===== src/design/ifdd_pkg.sv =====
// ----------------------------------------------------------------------------
// ifdd_pkg - shared types and constants for the information frame deframer
// Result record, configuration bundle, register indexes and sizing.
// ----------------------------------------------------------------------------
package ifdd_pkg;

   localparam int MAX_PAYLOAD = 1024;
   localparam int CNT_W       = $clog2(MAX_PAYLOAD + 1);
   localparam int LEN_W       = 11;

   localparam logic [7:0] ESC_BYTE = 8'h7D;
   localparam logic [7:0] XOR_MASK = 8'h20;

   // Result queue sizing
   localparam int RSPQ_DEPTH = 4;
   localparam int RSPQ_PW    = $clog2(RSPQ_DEPTH);
   localparam int RSPQ_CW    = $clog2(RSPQ_DEPTH + 1);

   // Configuration register indexes
   localparam int CSR_AW = 3;
   localparam logic [CSR_AW-1:0] REG_FLAG   = 3'd0;
   localparam logic [CSR_AW-1:0] REG_ADDR   = 3'd1;
   localparam logic [CSR_AW-1:0] REG_CTRL0  = 3'd2;
   localparam logic [CSR_AW-1:0] REG_CTRL1  = 3'd3;
   localparam logic [CSR_AW-1:0] REG_HCHK0  = 3'd4;
   localparam logic [CSR_AW-1:0] REG_HCHK1  = 3'd5;

   typedef struct packed {
      logic [7:0] flag_byte;
      logic [7:0] address_byte;
      logic [7:0] control_seq0;
      logic [7:0] control_seq1;
      logic [7:0] header_check_seq0;
      logic [7:0] header_check_seq1;
   } cfg_type;

   typedef struct packed {
      logic             kind;
      logic [7:0]       data;
      logic             ok;
      logic             seq;
      logic [LEN_W-1:0] len;
      logic             ovf;
      logic             last;
   } rslt_type;

   // Up to two results per received byte
   typedef struct packed {
      logic [1:0]     n;
      rslt_type [1:0] rs;
   } step_out_type;

   function automatic rslt_type mk_payload(logic [7:0] d);
      rslt_type r;
      r      = '0;
      r.data = d;
      return r;
   endfunction

endpackage


===== src/design/ifdd_csr.sv =====
// ----------------------------------------------------------------------------
// ifdd_csr - configuration registers
// Six byte-wide registers written through a plain write port.
// ----------------------------------------------------------------------------
module ifdd_csr import ifdd_pkg::*; (
   input  logic              clock,
   input  logic              reset,
   input  logic              csr_wr_en,
   input  logic [CSR_AW-1:0] csr_index,
   input  logic [7:0]        csr_wdata,
   output cfg_type           cfg
);

   cfg_type cfg_ff, cfg_in;

   always_comb begin
      cfg_in = cfg_ff;
      if (csr_wr_en) begin
         unique case (csr_index)
            REG_FLAG:  cfg_in.flag_byte         = csr_wdata;
            REG_ADDR:  cfg_in.address_byte      = csr_wdata;
            REG_CTRL0: cfg_in.control_seq0      = csr_wdata;
            REG_CTRL1: cfg_in.control_seq1      = csr_wdata;
            REG_HCHK0: cfg_in.header_check_seq0 = csr_wdata;
            REG_HCHK1: cfg_in.header_check_seq1 = csr_wdata;
            default:   ;
         endcase
      end
   end

   always_ff @(posedge clock) begin
      if (reset) begin
         cfg_ff.flag_byte         <= 8'h7E;
         cfg_ff.address_byte      <= 8'h03;
         cfg_ff.control_seq0      <= 8'h00;
         cfg_ff.control_seq1      <= 8'h40;
         cfg_ff.header_check_seq0 <= 8'h03;
         cfg_ff.header_check_seq1 <= 8'h43;
      end else begin
         cfg_ff <= cfg_in;
      end
   end

   assign cfg = cfg_ff;

endmodule


===== src/design/ifdd_core.sv =====
// ----------------------------------------------------------------------------
// ifdd_core - header hunt, destuffing and check byte tracking
// Consumes one line byte per step and yields up to two results.
// ----------------------------------------------------------------------------
module ifdd_core import ifdd_pkg::*; (
   input  logic         clock,
   input  logic         reset,
   input  cfg_type      cfg,
   input  logic         step_en,
   input  logic [7:0]   rx_byte,
   output step_out_type step_out
);

   typedef enum logic [2:0] {
      ST_START,
      ST_FLAG,
      ST_ADDR,
      ST_CTRL,
      ST_HDR,
      ST_DATA
   } hunt_type;

   typedef struct packed {
      logic [7:0]       xsum;
      logic [7:0]       held;
      logic             held_vld;
      logic [CNT_W-1:0] cnt;
      logic             ovf;
   } pay_type;

   typedef struct packed {
      pay_type    st;
      logic       emit;
      logic [7:0] data;
   } push_res_type;

   // One destuffed byte enters the hold slot; the previous one goes out
   function automatic push_res_type push_byte(pay_type p, logic [7:0] d);
      push_res_type r;
      r.st   = p;
      r.emit = p.held_vld;
      r.data = p.held;
      if (p.held_vld) begin
         r.st.xsum = p.xsum ^ p.held;
         if (p.cnt >= CNT_W'(MAX_PAYLOAD)) begin
            r.st.cnt = CNT_W'(MAX_PAYLOAD);
            r.st.ovf = 1'b1;
         end else begin
            r.st.cnt = p.cnt + CNT_W'(1);
         end
      end
      r.st.held     = d;
      r.st.held_vld = 1'b1;
      return r;
   endfunction

   hunt_type     hunt_ff, hunt_in;
   logic         seq_ff, seq_in;
   logic         esc_ff, esc_in;
   pay_type      pay_ff, pay_in;

   logic         p0_en, p1_en, vrd_en;
   logic [7:0]   p0_d, p1_d;
   push_res_type pr0, pr1;
   pay_type      pay_a, pay_b;
   logic [1:0]   n;
   rslt_type [1:0] rs;
   rslt_type     vrd;
   logic         is_flag;

   assign is_flag = (rx_byte == cfg.flag_byte);

   always_comb begin
      hunt_in = hunt_ff;
      seq_in  = seq_ff;
      esc_in  = esc_ff;
      p0_en   = 1'b0;
      p1_en   = 1'b0;
      vrd_en  = 1'b0;
      p0_d    = rx_byte;
      p1_d    = rx_byte;
      pay_a   = pay_ff;

      unique case (hunt_ff)
         ST_START: begin
            if (is_flag) hunt_in = ST_FLAG;
         end
         ST_FLAG: begin
            if (is_flag)                           hunt_in = ST_FLAG;
            else if (rx_byte == cfg.address_byte)  hunt_in = ST_ADDR;
            else                                   hunt_in = ST_START;
         end
         ST_ADDR: begin
            if (is_flag) begin
               hunt_in = ST_FLAG;
            end else if (rx_byte == cfg.control_seq0 || rx_byte == cfg.control_seq1) begin
               seq_in  = (rx_byte != cfg.control_seq0);
               hunt_in = ST_CTRL;
            end else begin
               hunt_in = ST_START;
            end
         end
         ST_CTRL: begin
            // header check test ranks above the flag test here
            if (rx_byte == cfg.header_check_seq0 || rx_byte == cfg.header_check_seq1) begin
               hunt_in = ST_HDR;
               esc_in  = 1'b0;
               pay_a   = '0;
            end else if (is_flag) begin
               hunt_in = ST_FLAG;
            end else begin
               hunt_in = ST_START;
            end
         end
         ST_HDR, ST_DATA: begin
            if (is_flag) begin
               if (hunt_ff == ST_HDR) begin
                  hunt_in = ST_FLAG;
               end else begin
                  // dangling escape is pushed as a plain escape byte and becomes the check byte
                  p0_en   = esc_ff;
                  p0_d    = ESC_BYTE;
                  esc_in  = 1'b0;
                  vrd_en  = 1'b1;
                  hunt_in = ST_START;
               end
            end else begin
               hunt_in = ST_DATA;
               if (esc_ff) begin
                  esc_in = 1'b0;
                  p0_en  = 1'b1;
                  if (rx_byte == (cfg.flag_byte ^ XOR_MASK)) begin
                     p0_d = cfg.flag_byte;
                  end else if (rx_byte == (ESC_BYTE ^ XOR_MASK)) begin
                     p0_d = ESC_BYTE;
                  end else begin
                     // unknown escape pair passes through as two bytes
                     p0_d  = ESC_BYTE;
                     p1_en = 1'b1;
                     p1_d  = rx_byte;
                  end
               end else if (rx_byte == ESC_BYTE) begin
                  esc_in = 1'b1;
               end else begin
                  p0_en = 1'b1;
               end
            end
         end
         default: hunt_in = ST_START;
      endcase

      pr0    = push_byte(pay_a, p0_d);
      pay_b  = p0_en ? pr0.st : pay_a;
      pr1    = push_byte(pay_b, p1_d);
      pay_in = p1_en ? pr1.st : pay_b;

      vrd      = '0;
      vrd.kind = 1'b1;
      vrd.ok   = pay_in.held_vld && (pay_in.xsum == pay_in.held) && !pay_in.ovf;
      vrd.seq  = seq_in;
      vrd.len  = LEN_W'(pay_in.cnt);
      vrd.ovf  = pay_in.ovf;

      n  = 2'd0;
      rs = '0;
      if (p0_en && pr0.emit) begin
         rs[n[0]] = mk_payload(pr0.data);
         n        = n + 2'd1;
      end
      if (p1_en && pr1.emit) begin
         rs[n[0]] = mk_payload(pr1.data);
         n        = n + 2'd1;
      end
      if (vrd_en) begin
         rs[n[0]] = vrd;
         n        = n + 2'd1;
      end
      if (n != 2'd0) rs[n[1]].last = 1'b1;
   end

   always_ff @(posedge clock) begin
      if (reset) begin
         hunt_ff <= ST_START;
         seq_ff  <= 1'b0;
         esc_ff  <= 1'b0;
         pay_ff  <= '0;
      end else if (step_en) begin
         hunt_ff <= hunt_in;
         seq_ff  <= seq_in;
         esc_ff  <= esc_in;
         pay_ff  <= pay_in;
      end
   end

   assign step_out.n  = n;
   assign step_out.rs = rs;

   a_esc_in_data: assert property (@(posedge clock) disable iff (reset)
      esc_ff |-> hunt_ff == ST_DATA)
      else $error("escape pending outside payload");

   a_cnt_sat: assert property (@(posedge clock) disable iff (reset)
      pay_ff.cnt <= CNT_W'(MAX_PAYLOAD))
      else $error("payload count beyond saturation");

   a_verdict_last: assert property (@(posedge clock) disable iff (reset)
      n == 2'd2 |-> !rs[0].kind && !rs[0].last && rs[1].last)
      else $error("verdict not the final result of a byte");

endmodule


===== src/design/ifdd_resq.sv =====
// ----------------------------------------------------------------------------
// ifdd_resq - result queue
// Takes up to two results per cycle, hands out one beat per cycle while pop is held.
// ----------------------------------------------------------------------------
module ifdd_resq import ifdd_pkg::*; (
   input  logic         clock,
   input  logic         reset,
   input  logic         push_en,
   input  step_out_type step_out,
   output logic         room2,
   output logic         head_vld,
   output rslt_type     head,
   input  logic         pop
);

   rslt_type             mem_ff [RSPQ_DEPTH];
   logic [RSPQ_PW-1:0]   wr_ptr_ff, wr_ptr_in;
   logic [RSPQ_PW-1:0]   rd_ptr_ff, rd_ptr_in;
   logic [RSPQ_CW-1:0]   cnt_ff, cnt_in;
   logic [1:0]           push_n;
   logic                 pop_ok;

   assign push_n    = push_en ? step_out.n : 2'd0;
   assign pop_ok    = pop && head_vld;
   assign wr_ptr_in = wr_ptr_ff + RSPQ_PW'(push_n);
   assign rd_ptr_in = rd_ptr_ff + RSPQ_PW'(pop_ok);
   assign cnt_in    = cnt_ff + RSPQ_CW'(push_n) - RSPQ_CW'(pop_ok);

   always_ff @(posedge clock) begin
      if (reset) begin
         wr_ptr_ff <= '0;
         rd_ptr_ff <= '0;
         cnt_ff    <= '0;
      end else begin
         wr_ptr_ff <= wr_ptr_in;
         rd_ptr_ff <= rd_ptr_in;
         cnt_ff    <= cnt_in;
      end
   end

   always_ff @(posedge clock) begin
      if (push_n != 2'd0) mem_ff[wr_ptr_ff] <= step_out.rs[0];
      if (push_n == 2'd2) mem_ff[wr_ptr_ff + RSPQ_PW'(1)] <= step_out.rs[1];
   end

   assign room2    = (cnt_ff <= RSPQ_CW'(RSPQ_DEPTH - 2));
   assign head_vld = (cnt_ff != '0);
   assign head     = mem_ff[rd_ptr_ff];

   a_no_overrun: assert property (@(posedge clock) disable iff (reset)
      push_n != 2'd0 |-> cnt_ff <= RSPQ_CW'(RSPQ_DEPTH - 2))
      else $error("result queue written without room");

   a_ptr_track: assert property (@(posedge clock) disable iff (reset)
      RSPQ_PW'(cnt_ff) == RSPQ_PW'(wr_ptr_ff - rd_ptr_ff))
      else $error("queue fill disagrees with pointers");

endmodule


===== src/design/info_frame_deframer_destuffer_top.sv =====
// ----------------------------------------------------------------------------
// info_frame_deframer_destuffer_top - byte-stuffed information frame receiver
// Hunts for the frame header, destuffs payload and gives an end-of-frame verdict.
// ----------------------------------------------------------------------------
//  channel   direction  handshake             payload
//  req_      in         req_valid/req_ready   req_rx_byte
//  rsp_      out        rsp_valid/rsp_ready   payload byte or verdict, rsp_last_of_run
//  csr_      in         csr_wr_en             csr_index, csr_wdata
//
// One line byte per cycle while the result queue has room; a req beat passes
// through the input register and then the result queue before rsp_valid rises.
// A byte yielding two results is handed out as two beats through the
// single-beat result port.
// The input register stalls while the four-entry result queue has under two
// free slots. Reset is synchronous and restores the register defaults.
// ----------------------------------------------------------------------------
module info_frame_deframer_destuffer_top import ifdd_pkg::*; (
   input  logic              clock,
   input  logic              reset,
   input  logic              req_valid,
   output logic              req_ready,
   input  logic [7:0]        req_rx_byte,
   output logic              rsp_valid,
   input  logic              rsp_ready,
   output logic              rsp_result_kind,
   output logic [7:0]        rsp_data_byte,
   output logic              rsp_frame_ok,
   output logic              rsp_seq_num,
   output logic [LEN_W-1:0]  rsp_payload_len,
   output logic              rsp_overflow,
   output logic              rsp_last_of_run,
   input  logic              csr_wr_en,
   input  logic [CSR_AW-1:0] csr_index,
   input  logic [7:0]        csr_wdata
);

   cfg_type      cfg;
   step_out_type step_out;
   rslt_type     head;
   logic         in_vld_ff, in_vld_in;
   logic [7:0]   in_byte_ff;
   logic         room2;
   logic         advance;

   assign advance   = in_vld_ff && room2;
   assign req_ready = !in_vld_ff || advance;

   always_comb begin
      in_vld_in = in_vld_ff;
      if (req_valid && req_ready) in_vld_in = 1'b1;
      else if (advance)           in_vld_in = 1'b0;
   end

   always_ff @(posedge clock) begin
      if (reset) in_vld_ff <= 1'b0;
      else       in_vld_ff <= in_vld_in;
   end

   always_ff @(posedge clock) begin
      if (req_valid && req_ready) in_byte_ff <= req_rx_byte;
   end

   ifdd_csr u_csr (
      .clock     (clock),
      .reset     (reset),
      .csr_wr_en (csr_wr_en),
      .csr_index (csr_index),
      .csr_wdata (csr_wdata),
      .cfg       (cfg)
   );

   ifdd_core u_core (
      .clock    (clock),
      .reset    (reset),
      .cfg      (cfg),
      .step_en  (advance),
      .rx_byte  (in_byte_ff),
      .step_out (step_out)
   );

   ifdd_resq u_resq (
      .clock    (clock),
      .reset    (reset),
      .push_en  (advance),
      .step_out (step_out),
      .room2    (room2),
      .head_vld (rsp_valid),
      .head     (head),
      .pop      (rsp_ready)
   );

   assign rsp_result_kind = head.kind;
   assign rsp_data_byte   = head.data;
   assign rsp_frame_ok    = head.ok;
   assign rsp_seq_num     = head.seq;
   assign rsp_payload_len = head.len;
   assign rsp_overflow    = head.ovf;
   assign rsp_last_of_run = head.last;

endmodule

===== config.mk =====
export PLATFORM = sky130hd
export DESIGN_NAME = info_frame_deframer_destuffer_top
export DESIGN_NICKNAME = d
export VERILOG_FILES = /design/src/design/ifdd_pkg.sv /design/src/design/ifdd_csr.sv /design/src/design/ifdd_core.sv /design/src/design/ifdd_resq.sv /design/src/design/info_frame_deframer_destuffer_top.sv
export SDC_FILE = /design/constraint.sdc
export NUM_CORES = 1
export LEC_CHECK = 0
export ABC_AREA = 1
export BUFFER_PORTS_ARGS = -buffer_cell sky130_fd_sc_hd__buf_2
export CORE_MARGIN = 5
export CORE_UTILIZATION = 51
export CTS_BUF_LIST = sky130_fd_sc_hd__clkbuf_16
export DETAILED_ROUTE_END_ITERATION = 16
export HOLD_SLACK_MARGIN = 0.05
export MAX_ROUTING_LAYER = met4
export PLACE_DENSITY = 0.78
export SETUP_SLACK_MARGIN = 0.05
export SLEW_MARGIN = 0
export SYNTH_ARGS = -nofsm -noshare
export SYNTH_HDL_FRONTEND = slang
export SYNTH_SLANG_ARGS = --single-unit

===== constraint.sdc =====
create_clock -name clock -period 5.05 [get_ports clock]
set_input_delay 0.2525 -clock clock [delete_from_list [all_inputs] [get_ports clock]]
set_output_delay 0.2525 -clock clock [all_outputs]
set_load 0.01 [all_outputs]

==> run summary, run 1 <==
Status = finished clean
Final wirelength = 27,800 um
Compound-Gate Fraction of Synth Area = 16.2%
Gp weighted congestion = 0.971
Drt first-iter violations = 1,137
Final cell count without fillers = 1,708
Worst Hold Margin = 85.5 ps
Maxcap violations = 0
Slew @ Worst Pin = 1010 ps
Final global-route overflow total = 0
Crit path max fanout = 9
Share of the synthesized area in the top cell type = 29.2%
Crit-path max cell delay = 560 ps
Post-synthesis xor/xnor area fraction = 3.50%
Final antenna-violating net count = 0
Gr usage total = 24.0%
Worst VDD drop = 0.000240 V
Post-Place Cells = 1,668
Share of cells above drive strength 1 = 11.8%
Num rows = 53
Simple-Gate Fraction of Synth Area = 25.2%
CTS Buf Count = 17
Root Buffer = clkbuf_16
Max Freq = 235 MHz
Final Hold Fails = 0
Post-CTS setup-driven buffer insertion count = 0
Most frequent cells in the layout = 309 x nand2_1, 200 x o21ai_0, 185 x nor2_1, 110 x inv_1, 104 x edfxtp_1
Crit-path most repeated cell = nand2_1
Final nets = 1,459
Flip-flop and latch area = 4920 um2
Post-Syn Instances = 1,385
CP endpoint kind = flip-flop
Max-slew violation count = 0
Net switching power of the design = 1.36 mW
Clock tree buffer depth = 2
Core area = 20,800 um2
Setup TNS = 0 ps
Cell Int Power = 2.83 mW
Clock sinks = 194
Combinational family with the most area after synthesis = simple AND/OR/NAND/NOR gates
Adder-cell share of the synthesized area = 1.90%
Number of global-route vias before repair = 8,918
RSZ-0062 raised after global routing = no
Final HPWL DP = 19,300 um
H-tree levels = 4
Die ar. = 24,000 um2
Sequential Power Share = 42.6%
Pin count of the biggest net entering global routing = 71
Kind of critical path = flip-flop to flip-flop
Combinational fraction of design power = 23.6%
Synth Cell Area = 10,700 um2
Most common cell after layout, fill and taps aside = nand2_1
Switch share = 32.5%
Seq/Total Area, Yosys = 46.1%
Clk_lat worst skew = 440 ps
Worst EP arrival = 4530 ps
First-pass DRT Iterations = 6
Via density = 5.59
Worst hold path type = input pin to flip-flop
Syn_area_per_cell = 7.72 um2
Ys Warns = 0
CP startpoint kind = flip-flop
CTS tree = done
Die Wd = 155 um
WL/cell = 16.3 um
Fin crit period = 4250 ps
Unique masters post-synth = 48
Normalized max-slew margin = 32.4%
Tcrit/Tclk final = 84.2%
Pwr Density = 354 nW/um2
Clk slew on worst S/H paths = 80 ps
Io pins = 50
Starting Density = 51.3%
Vias = 9,547
Antenna violations before repair = 0
First-pass GRT wire length = 45,200 um
Area of the multi-input gates = 5010 um2
Yosys reg bits = 194
Area growth from synthesis to layout = 10.9%
Chip height = 155 um
Final number of setup-violating endpoints = 0
Top cells by area, synth = edfxtp_1 29%, dfxtp_1 17%, nand2_1 11%
Antenna diodes = 0
Slowest-stage cell, CP = edfxtp_1
Port Buffers = 49
Post-synth top area cell = edfxtp_1
FILL cells = 1,909
DR DRC count = 0
Setup Skew = 9.71 ps
P_leak = 4.91 nW
Multiplexer share of the synthesized area = 0%
Synthesized netlist net count = 1,424
Clock power share = 33.8%
CP Data Required Time = 5330 ps
cell type report:
class                   instances  area share (%)
inverters                     124            3.93
well taps                     275            2.90
clock buffers                  17            3.59
flip-flops and latches        194            41.6
clock inverters                15            1.68
repair buffers                 78            4.08
multi-input cells            1005            42.3
cell usage after synthesis (all sizes together):
| library cell | number |
|---|---|
| a22oi | 1 |
| o2111ai | 1 |
| nand3b | 1 |
| buf | 18 |
| nand3 | 55 |
| clkbuf | 44 |
| o22ai | 26 |
| o21a | 1 |
| fa | 2 |
| nor2 | 205 |
| xnor2 | 23 |
| nand4 | 21 |
| ha | 13 |
| o211ai | 13 |
| xor2 | 18 |
| a21boi | 1 |
| nor3 | 13 |
| nor4 | 2 |
| o21bai | 3 |
| inv | 119 |
| a21oi | 60 |
| dfxtp | 90 |
| o21ai | 215 |
| clkinv | 5 |
| a31o | 1 |
| or2 | 9 |
| edfxtp | 104 |
| nand2 | 320 |
| o31ai | 1 |
power groups by stage:
stage                     combinational (mW)  sequential (mW)  clock [mW]
after global routing                    1.12             1.79        1.49
final                                  0.988             1.79        1.42
after detailed placement               0.983             1.82           0
after floorplan                        0.701             1.79           0
after global placement                 0.963             1.82           0
after CTS                              0.994             1.79        1.43
path summary, 6_finish.rpt:
kind                           to     startpoint  slack [ps]  cells past startpoint
max          u_resq.mem_ff[2][12]  in_byte_ff[1]         800                     28
min                     in_vld_ff      req_valid          90                      3
max reg2reg  u_resq.mem_ff[2][12]  in_byte_ff[1]         800                     28
min reg2reg         u_csr.cfg[36]  u_csr.cfg[36]         480                      2
stage by stage:
step	total power [mW]	setup slack (ps)	utilization (%)	cell area, um2
6_report	4.19	798	56.9	11900
5_1_grt	4.41	368	56.9	11900
4_1_cts	4.21	919	56.9	11900
3_5_place_dp	2.80	936	53.5	11100
3_3_place_gp	2.78	1040	53.5	11100
2_1_floorplan	2.49	621	-	10700
sequential cells by signal, summed over array words and instances (netlist names):
signal / flops
in_byte_ff: 8
u_resq.rd_ptr_ff: 2
u_core.hunt_ff: 3
u_core.seq_ff: 1
u_core.esc_ff: 1
u_resq.wr_ptr_ff: 2
u_csr.cfg: 48
u_resq.cnt_ff: 3
u_core.pay_ff: 29
in_vld_ff: 1
u_resq.mem_ff: 96
routing by layer:
| layer | up-vias | share of wire (%) | GRT usage, % |
|---|---|---|---|
| met5 | - | 0 | - |
| met4 | 0 | 2.9 | 8.49 |
| met3 | 69 | 6.9 | 4.25 |
| met2 | 383 | 49 | 39.6 |
| met1 | 4407 | 41 | 29.8 |
| li1 | 4688 | - | - |
kinds of logic (layout without fill, tap and decap cells):
logic type                 count (synthesis)  in the layout
adders and majority gates                 15             15
xor gates and xnor gates                  41             41
buffers and inverters                    186            234
DFF                                      194            194
AOI/OAI and AO/OA                        323            323
and+or+nand+nor                          626            626
critical path: cells and delay by family, from the launching register on:
kind	cells	cell delay [ps]
flip-flops	1	560
adder cells (fa/ha/maj)	2	410
AO/OA/AOI/OAI	2	310
AND/OR/NAND/NOR	18	2150
buffers and inverters	6	630
what timing repair did:
action	4_1_cts	5_1_grt
hold endpoints to repair	8	0
setup endpoints to repair	0	0
hold buffers	8	0
resized for setup	0	0
Note: power is estimated with default switching activity, not from simulation.
==> run 2, diff against run 1 <==
==> constraint.sdc (replaced) <==
create_clock -name clock -period 4.03 [get_ports clock]
set_input_delay 0.2015 -clock clock [delete_from_list [all_inputs] [get_ports clock]]
set_output_delay 0.2015 -clock clock [all_outputs]
set_load 0.01 [all_outputs]
==> run summary, run 2 (synthesized netlist as in run 1, its figures left out) <==
Status = finished clean
Kind of critical path = flip-flop to flip-flop
Worst Setup Slack, final = 329 ps (-469 ps)
Final HPWL DP = 18,900 um (-2.5%)
Final antenna-violating net count = 0 (unchanged)
Setup Skew = 13.6 ps (+3.87 ps)
FILL cells = 1,866 (-2.3%)
Area of the multi-input gates = 5040 um2 (+0.57%)
Normalized max-slew margin = 23.6% (-8.8 points)
Clock tree buffer depth = 2 (unchanged)
First-pass GRT wire length = 45,000 um (-0.63%)
First-pass DRT Iterations = 8 (+2)
Reg with most FFs = u_resq.mem_ff
Flip-flop and latch area = 4920 um2 (unchanged)
Gp weighted congestion = 0.950 (-2.2%)
Drt first-iter violations = 751 (-34%)
CTS tree = done
Worst Hold Depth = 3 (unchanged)
Starting Density = 51.3% (unchanged)
RSZ-0062 raised after global routing = yes
CTS Buf Count = 17 (unchanged)
Worst slack at placement = 261 ps (-674 ps)
Placed cell area = 11,300 um2 (+1.1%)
Reg2reg end = u_resq.mem_ff[1][16]
Crit path max fanout = 18 (+9)
Number of global-route vias before repair = 9,003 (+0.95%)
Tcrit/Tclk final = 91.8% (+7.6 points)
DR DRC count = 0 (unchanged)
Slew @ Worst Pin = 1150 ps (+132 ps)
Clk_lat worst skew = 440 ps (about the same)
CP endpoint kind = flip-flop
Final Hold Fails = 0 (unchanged)
Final nets = 1,487 (+1.9%)
Max reg flops = 96 (unchanged)
Max Freq = 270 MHz (+15%)
Worst Hold Margin = 85.2 ps (-0.375 ps)
Setup TNS = 0 ps (unchanged)
Worst VDD drop = 0.000303 V (+26%)
Io pins = 50 (unchanged)
Port Buffers = 49 (unchanged)
Most frequent cells in the layout = 309 x nand2_1, 199 x o21ai_0, 182 x nor2_1, 110 x inv_1, 104 x edfxtp_1
CP Data Required Time = 4200 ps (-1130 ps)
Hold EP = u_csr.cfg[22]
Worst EP arrival = 3880 ps (-650 ps)
R2r setup slk = 330 ps (-470 ps)
Die Wd = 155 um (unchanged)
Pwr Density = 430 nW/um2 (+22%)
Clk slew on worst S/H paths = 80 ps (about the same)
FF-to-FF path depth = 13 (-54%)
Area growth from synthesis to layout = 12.8%
Pin count of the biggest net entering global routing = 50 (-30%)
Core area = 20,800 um2 (unchanged)
Layout Utilization = 57.9% (+1.0 points)
Root Buffer = clkbuf_16
Clock sinks = 194 (unchanged)
R2r startpoint = in_byte_ff[0]
Fin crit period = 3700 ps (-551 ps)
Final wirelength = 27,300 um (-1.9%)
Max-slew violation count = 0 (unchanged)
Maxcap violations = 0 (unchanged)
Num rows = 53 (unchanged)
Chip height = 155 um (unchanged)
Antenna violations before repair = 1 (+1)
P_leak = 5.23 nW (+6.5%)
Die ar. = 24,000 um2 (unchanged)
Worst hold path type = input pin to flip-flop
CP startpoint kind = flip-flop
Final number of setup-violating endpoints = 0 (unchanged)
H-tree levels = 4 (unchanged)
Vias = 9,515 (-0.34%)
Share of cells above drive strength 1 = 13.6% (+1.8 points)
Via density = 5.48 (-2.0%)
Hold Startpoint = csr_wdata[6]
WL/cell = 15.7 um (-3.5%)
Gr usage total = 23.6% (-0.40 points)
Most common cell after layout, fill and taps aside = nand2_1
Final global-route overflow total = 0 (unchanged)
Cell area after layout = 12,100 um2 (+1.8%)
-- run 2: cell type report --
cell class / instances / share of cell area [%]
Inverter: 124 / 3.86
Clock buffer: 17 / 3.53
Sequential cell: 194 / 40.8
Antenna cell: 1 / 0.0208
Clock inverter: 15 / 1.25
Tap cell: 275 / 2.85
Multi-Input combinational cell: 1005 / 41.8
Timing Repair Buffer: 106 / 5.87
-- run 2: worst max path at each step --
stage / from / end / slack [ps] / cells after the start
after floorplan: in_byte_ff[4] / u_resq.mem_ff[0][0] / -400 / 13
after global placement: in_byte_ff[3] / u_resq.mem_ff[1][9] / 370 / 14
after detailed placement: in_byte_ff[6] / u_resq.mem_ff[1][12] / 260 / 20
after CTS: in_byte_ff[6] / u_resq.mem_ff[1][12] / 230 / 20
after global routing: in_byte_ff[7] / u_resq.mem_ff[1][12] / -20 / 21
final: in_byte_ff[0] / u_resq.mem_ff[1][16] / 330 / 13
-- run 2: critical path, stage by stage (launching register included) --
cell and delay, ps:
edfxtp_1 520, buf_4 210, xnor2_1 120, nand2_1 80, nor2_2 60, nand2_2 240
inv_1 160, a21oi_4 250, nand2_4 210, fa_1 600, inv_1 60, o21ai_0 550
o21ai_2 130, buf_4 240
-- run 2: metal layers --
layer	global-route usage (%)	vias up	share of wire, %
met4	8.75	0	2.2
met1	29.7	4363	42
met2	39.2	347	50
met3	2.99	55	5.9
li1	-	4750	-
met5	-	-	0
-- run 2: repair_timing --
item | in CTS | in global routing
setup buffers | 0 | 12
endpoints found under the hold margin | 9 | 0
resized for setup | 0 | 8
setup endpoints to repair | 0 | 28
hold buffers | 9 | 0
-- run 2: metrics by stage --
stage / instances / power (mW)
floorplan: 1385 / 3.15
global placement: 1683 / 3.51
detailed placement: 1683 / 3.54
CTS: 1724 / 5.18
global route: 1737 / 5.46
finish: 1737 / 5.19
-- run 2: report_power, final --
part           switching (mW)  leakage (nW)  internal (mW)
clock network           0.805         0.284          0.871
registers              0.0694          1.88           2.16
logic                   0.819          3.07          0.469
==> run 3, diff against run 2 <==
--- a/config.mk
+++ b/config.mk
@@ -5,7 +5,6 @@
 export SDC_FILE = /design/constraint.sdc
 export NUM_CORES = 1
 export LEC_CHECK = 0
-export ABC_AREA = 1
 export BUFFER_PORTS_ARGS = -buffer_cell sky130_fd_sc_hd__buf_2
 export CORE_MARGIN = 5
 export CORE_UTILIZATION = 51
@@ -15,6 +14,7 @@
 export MAX_ROUTING_LAYER = met4
 export PLACE_DENSITY = 0.78
 export SETUP_SLACK_MARGIN = 0.05
+export SKIP_LAST_GASP = 1
 export SLEW_MARGIN = 0
 export SYNTH_ARGS = -nofsm -noshare
 export SYNTH_HDL_FRONTEND = slang
==> constraint.sdc (replaced) <==
create_clock -name clock -period 4.03 [get_ports clock]
set_input_delay 0.403 -clock clock [delete_from_list [all_inputs] [get_ports clock]]
set_output_delay 0.403 -clock clock [all_outputs]
set_load 0.01 [all_outputs]
==> run summary, run 3 <==
Top cells by area, synth = edfxtp_1 30%, dfxtp_1 17%, xnor2_1 5.2%
Slew @ Worst Pin = 1140 ps (-5.29 ps)
Slowest-stage cell, CP = edfxtp_1
Seq/Total Area, Yosys = 47.4% (+1.4 points)
Maxcap violations = 0 (unchanged)
CTS tree = done
Max-slew violation count = 0 (unchanged)
CTS Buf Count = 17 (unchanged)
Final HPWL DP = 17,800 um (-5.4%)
Clk_lat worst skew = 440 ps (about the same)
Synthesized netlist net count = 1,112 (-22%)
Final cell count without fillers = 1,407 (-19%)
Final Hold Fails = 0 (unchanged)
Cell Int Power = 3.31 mW (-5.4%)
First-pass GRT wire length = 41,500 um (-7.8%)
Final nets = 1,163 (-22%)
Crit-path most repeated cell = and3_4
Gr usage total = 22.5% (-1.1 points)
Max Freq = 253 MHz (-6.3%)
Setup Skew = 14.0 ps (+0.422 ps)
Worst path bufs/invs = 1 (-3)
Max reg flops = 96 (unchanged)
Final wirelength = 25,800 um (-5.1%)
Unique masters post-synth = 75 (+56%)
Die Wd = 153 um (-1.4%)
Starting Density = 51.5% (+0.14 points)
Post-synth top cells = 137 x nand2_1, 122 x nor2_1, 104 x edfxtp_1
Reg with most FFs = u_resq.mem_ff
Fin crit period = 3950 ps (+247 ps)
Root Buffer = clkbuf_16
Top delay family on crit path = simple AND/OR/NAND/NOR gates
Placed cell area = 11,100 um2 (-1.3%)
CP endpoint kind = flip-flop
Post-Syn Instances = 1,073 (-23%)
Share of cells above drive strength 1 = 19.5% (+5.9 points)
Syn_area_per_cell = 9.67 um2 (+25%)
Post-synth top area cell = edfxtp_1
M1 wire length = 10,800 um (-5.1%)
Share of the synthesized area in the top cell type = 30.1% (+0.86 points)
Vias = 8,270 (-13%)
Clock tree buffer depth = 2 (unchanged)
Net switching power of the design = 1.28 mW (-25%)
Io pins = 50 (unchanged)
Crit-path max cell delay = 440 ps (-160 ps)
Via density = 5.88 (+7.3%)
Number of global-route vias before repair = 7,901 (-12%)
Crit path max fanout = 4 (-14)
Core area = 20,200 um2 (-3.1%)
Gp weighted congestion = 0.951 (+0.19%)
RSZ-0062 raised after global routing = yes
Top Layer Used = met4
Post-synth EDFFs = 104 (unchanged)
Normalized max-slew margin = 23.9% (+0.25 points)
Synth Cell Area = 10,400 um2 (-2.9%)
Port Buffers = 49 (unchanged)
Dominant synthesized flop cell = edfxtp_1
Kind of critical path = flip-flop to flip-flop
Tcrit/Tclk final = 98.0% (+6.1 points)
CP Data Required Time = 4390 ps (+190 ps)
Pin count of the biggest net entering global routing = 54 (+8.0%)
Worst EP arrival = 4310 ps (+430 ps)
Switch share = 27.9% (-4.8 points)
WL/cell = 18.4 um (+17%)
Cell area after layout = 12,000 um2 (-0.81%)
FILL cells = 1,648 (-12%)
Met3 WL = 1740 um (+8.2%)
Crit-path cells = buf_4, xnor2_1, nand4_1, o22ai_2, nand4b_1, and2_4, ha_4, and3_4, and3_4, and3_4, or3_1, o211ai_1, nand4_1, nor3_2, nand3_1, ha_2, nand2_2, o31ai_4, nor2_1, a21oi_1, nor2_1
Final number of setup-violating endpoints = 0 (unchanged)
P_leak = 4.13 nW (-21%)
First-pass DRT Iterations = 5 (-3)
Combinational fraction of design power = 13.4% (-11 points)
Post-Place Cells = 1,364 (-19%)
Clock power share = 37.5% (+5.2 points)
Antenna violations before repair = 0 (-1)
Worst VDD drop = 0.000271 V (-11%)
Final global-route overflow total = 0 (unchanged)
CP startpoint kind = flip-flop
Antenna diodes = 0 (-1)
DR DRC count = 0 (unchanged)
Die ar. = 23,300 um2 (-2.7%)
Num rows = 52 (-1.9%)
Clk slew on worst S/H paths = 80 ps (about the same)
Most frequent cell after synthesis = nand2_1
Status = finished clean
Ys Warns = 0 (unchanged)
Yosys reg bits = 194 (unchanged)
H-tree levels = 4 (unchanged)
Async SR Flop Fraction = 0% (unchanged)
Most frequent cells in the layout = 135 x nand2_1, 116 x nor2_1, 104 x edfxtp_1, 89 x dfxtp_1, 87 x a21oi_1
Area growth from synthesis to layout = 15.2%
Most common cell after layout, fill and taps aside = nand2_1
Clock sinks = 194 (unchanged)
Worst hold path type = input pin to flip-flop
Final antenna-violating net count = 0 (unchanged)
Drt first-iter violations = 694 (-7.6%)
Pwr Density = 383 nW/um2 (-11%)
Chip height = 153 um (-1.4%)
Sequential Power Share = 49.1% (+6.2 points)
DR WL met2 = 12,900 um (-5.5%)
## run 3: cell type report
| cell class | count | area, um2 | share of cell area [%] |
|---|---|---|---|
| tap | 270 | 338 | 2.82 |
| sequential | 194 | 4930 | 41.2 |
| inverter | 22 | 85.1 | 0.711 |
| clock inverter | 14 | 155 | 1.30 |
| timing repair buffer | 105 | 728 | 6.09 |
| multi-input combinational | 784 | 5280 | 44.1 |
| clock buffer | 18 | 450 | 3.77 |
## run 3: logic make-up (layout without fill, tap and decap cells)
logic type | count (synthesis) | count (layout) | synth area share, %
buf+inv | 95 | 159 | 3.81
simple gates | 425 | 425 | 19.9
xor+xnor | 78 | 78 | 6.83
fa+ha+maj | 15 | 15 | 1.95
compound gates | 224 | 224 | 13.1
flops | 194 | 194 | 47.4
mux | 42 | 42 | 7.00
## run 3: power by group through the flow
stage,logic [mW],clock network [mW],registers (mW)
after CTS,0.599,1.75,2.26
final,0.614,1.72,2.25
after floorplan,0.530,0,2.20
after detailed placement,0.593,0,2.30
after global placement,0.583,0,2.30
after global routing,0.675,1.85,2.28
## run 3: per-stage QoR
step | setup TNS, ps | hold WS (ps) | utilization (%) | total power [mW] | setup slack (ps)
6_report | 0 | 143 | 59.3 | 4.58 | 82.0
5_1_grt | -463 | 119 | 59.3 | 4.80 | -148
4_1_cts | 0 | 128 | 58.2 | 4.60 | 87.7
3_5_place_dp | 0 | 457 | 55.2 | 2.89 | 62.5
3_3_place_gp | 0 | 443 | 55.2 | 2.89 | 248
2_1_floorplan | 0 | 436 | - | 2.73 | 21.3
## run 3: final timing paths
check / start / to / slack [ps] / cells after the start
setup / recovery: in_byte_ff[5] / u_core.pay_ff[11] / 80 / 21
hold / removal: req_rx_byte[4] / in_byte_ff[4] / 140 / 1
setup reg to reg: in_byte_ff[5] / u_core.pay_ff[11] / 80 / 21
hold reg to reg: u_core.seq_ff / u_core.seq_ff / 470 / 2
## run 3: what timing repair did
item,CTS,global route
resized for setup,0,33
endpoints found under the setup margin,1,87
gates cloned,0,0
pin swaps,2,20
hold buffers,0,0
endpoints found under the hold margin,0,0
buffers inserted,1,10
## run 3: worst reg2reg max path, stage by stage, from the launching register on
cell	delay [ps]
edfxtp_1	440
buf_4	170
xnor2_1	150
nand4_1	140
o22ai_2	230
nand4b_1	220
and2_4	210
ha_4	150
and3_4	180
and3_4	180
and3_4	170
or3_1	300
o211ai_1	120
nand4_1	170
nor3_2	250
nand3_1	120
ha_2	210
nand2_2	70
o31ai_4	90
nor2_1	130
a21oi_1	60
nor2_1	130
## run 3: layer usage
layer	global-route usage [%]	up-vias
met4	6.28	0
met2	36.7	320
met3	4.69	34
met1	28.7	3951
li1	-	3965
met5	-	-
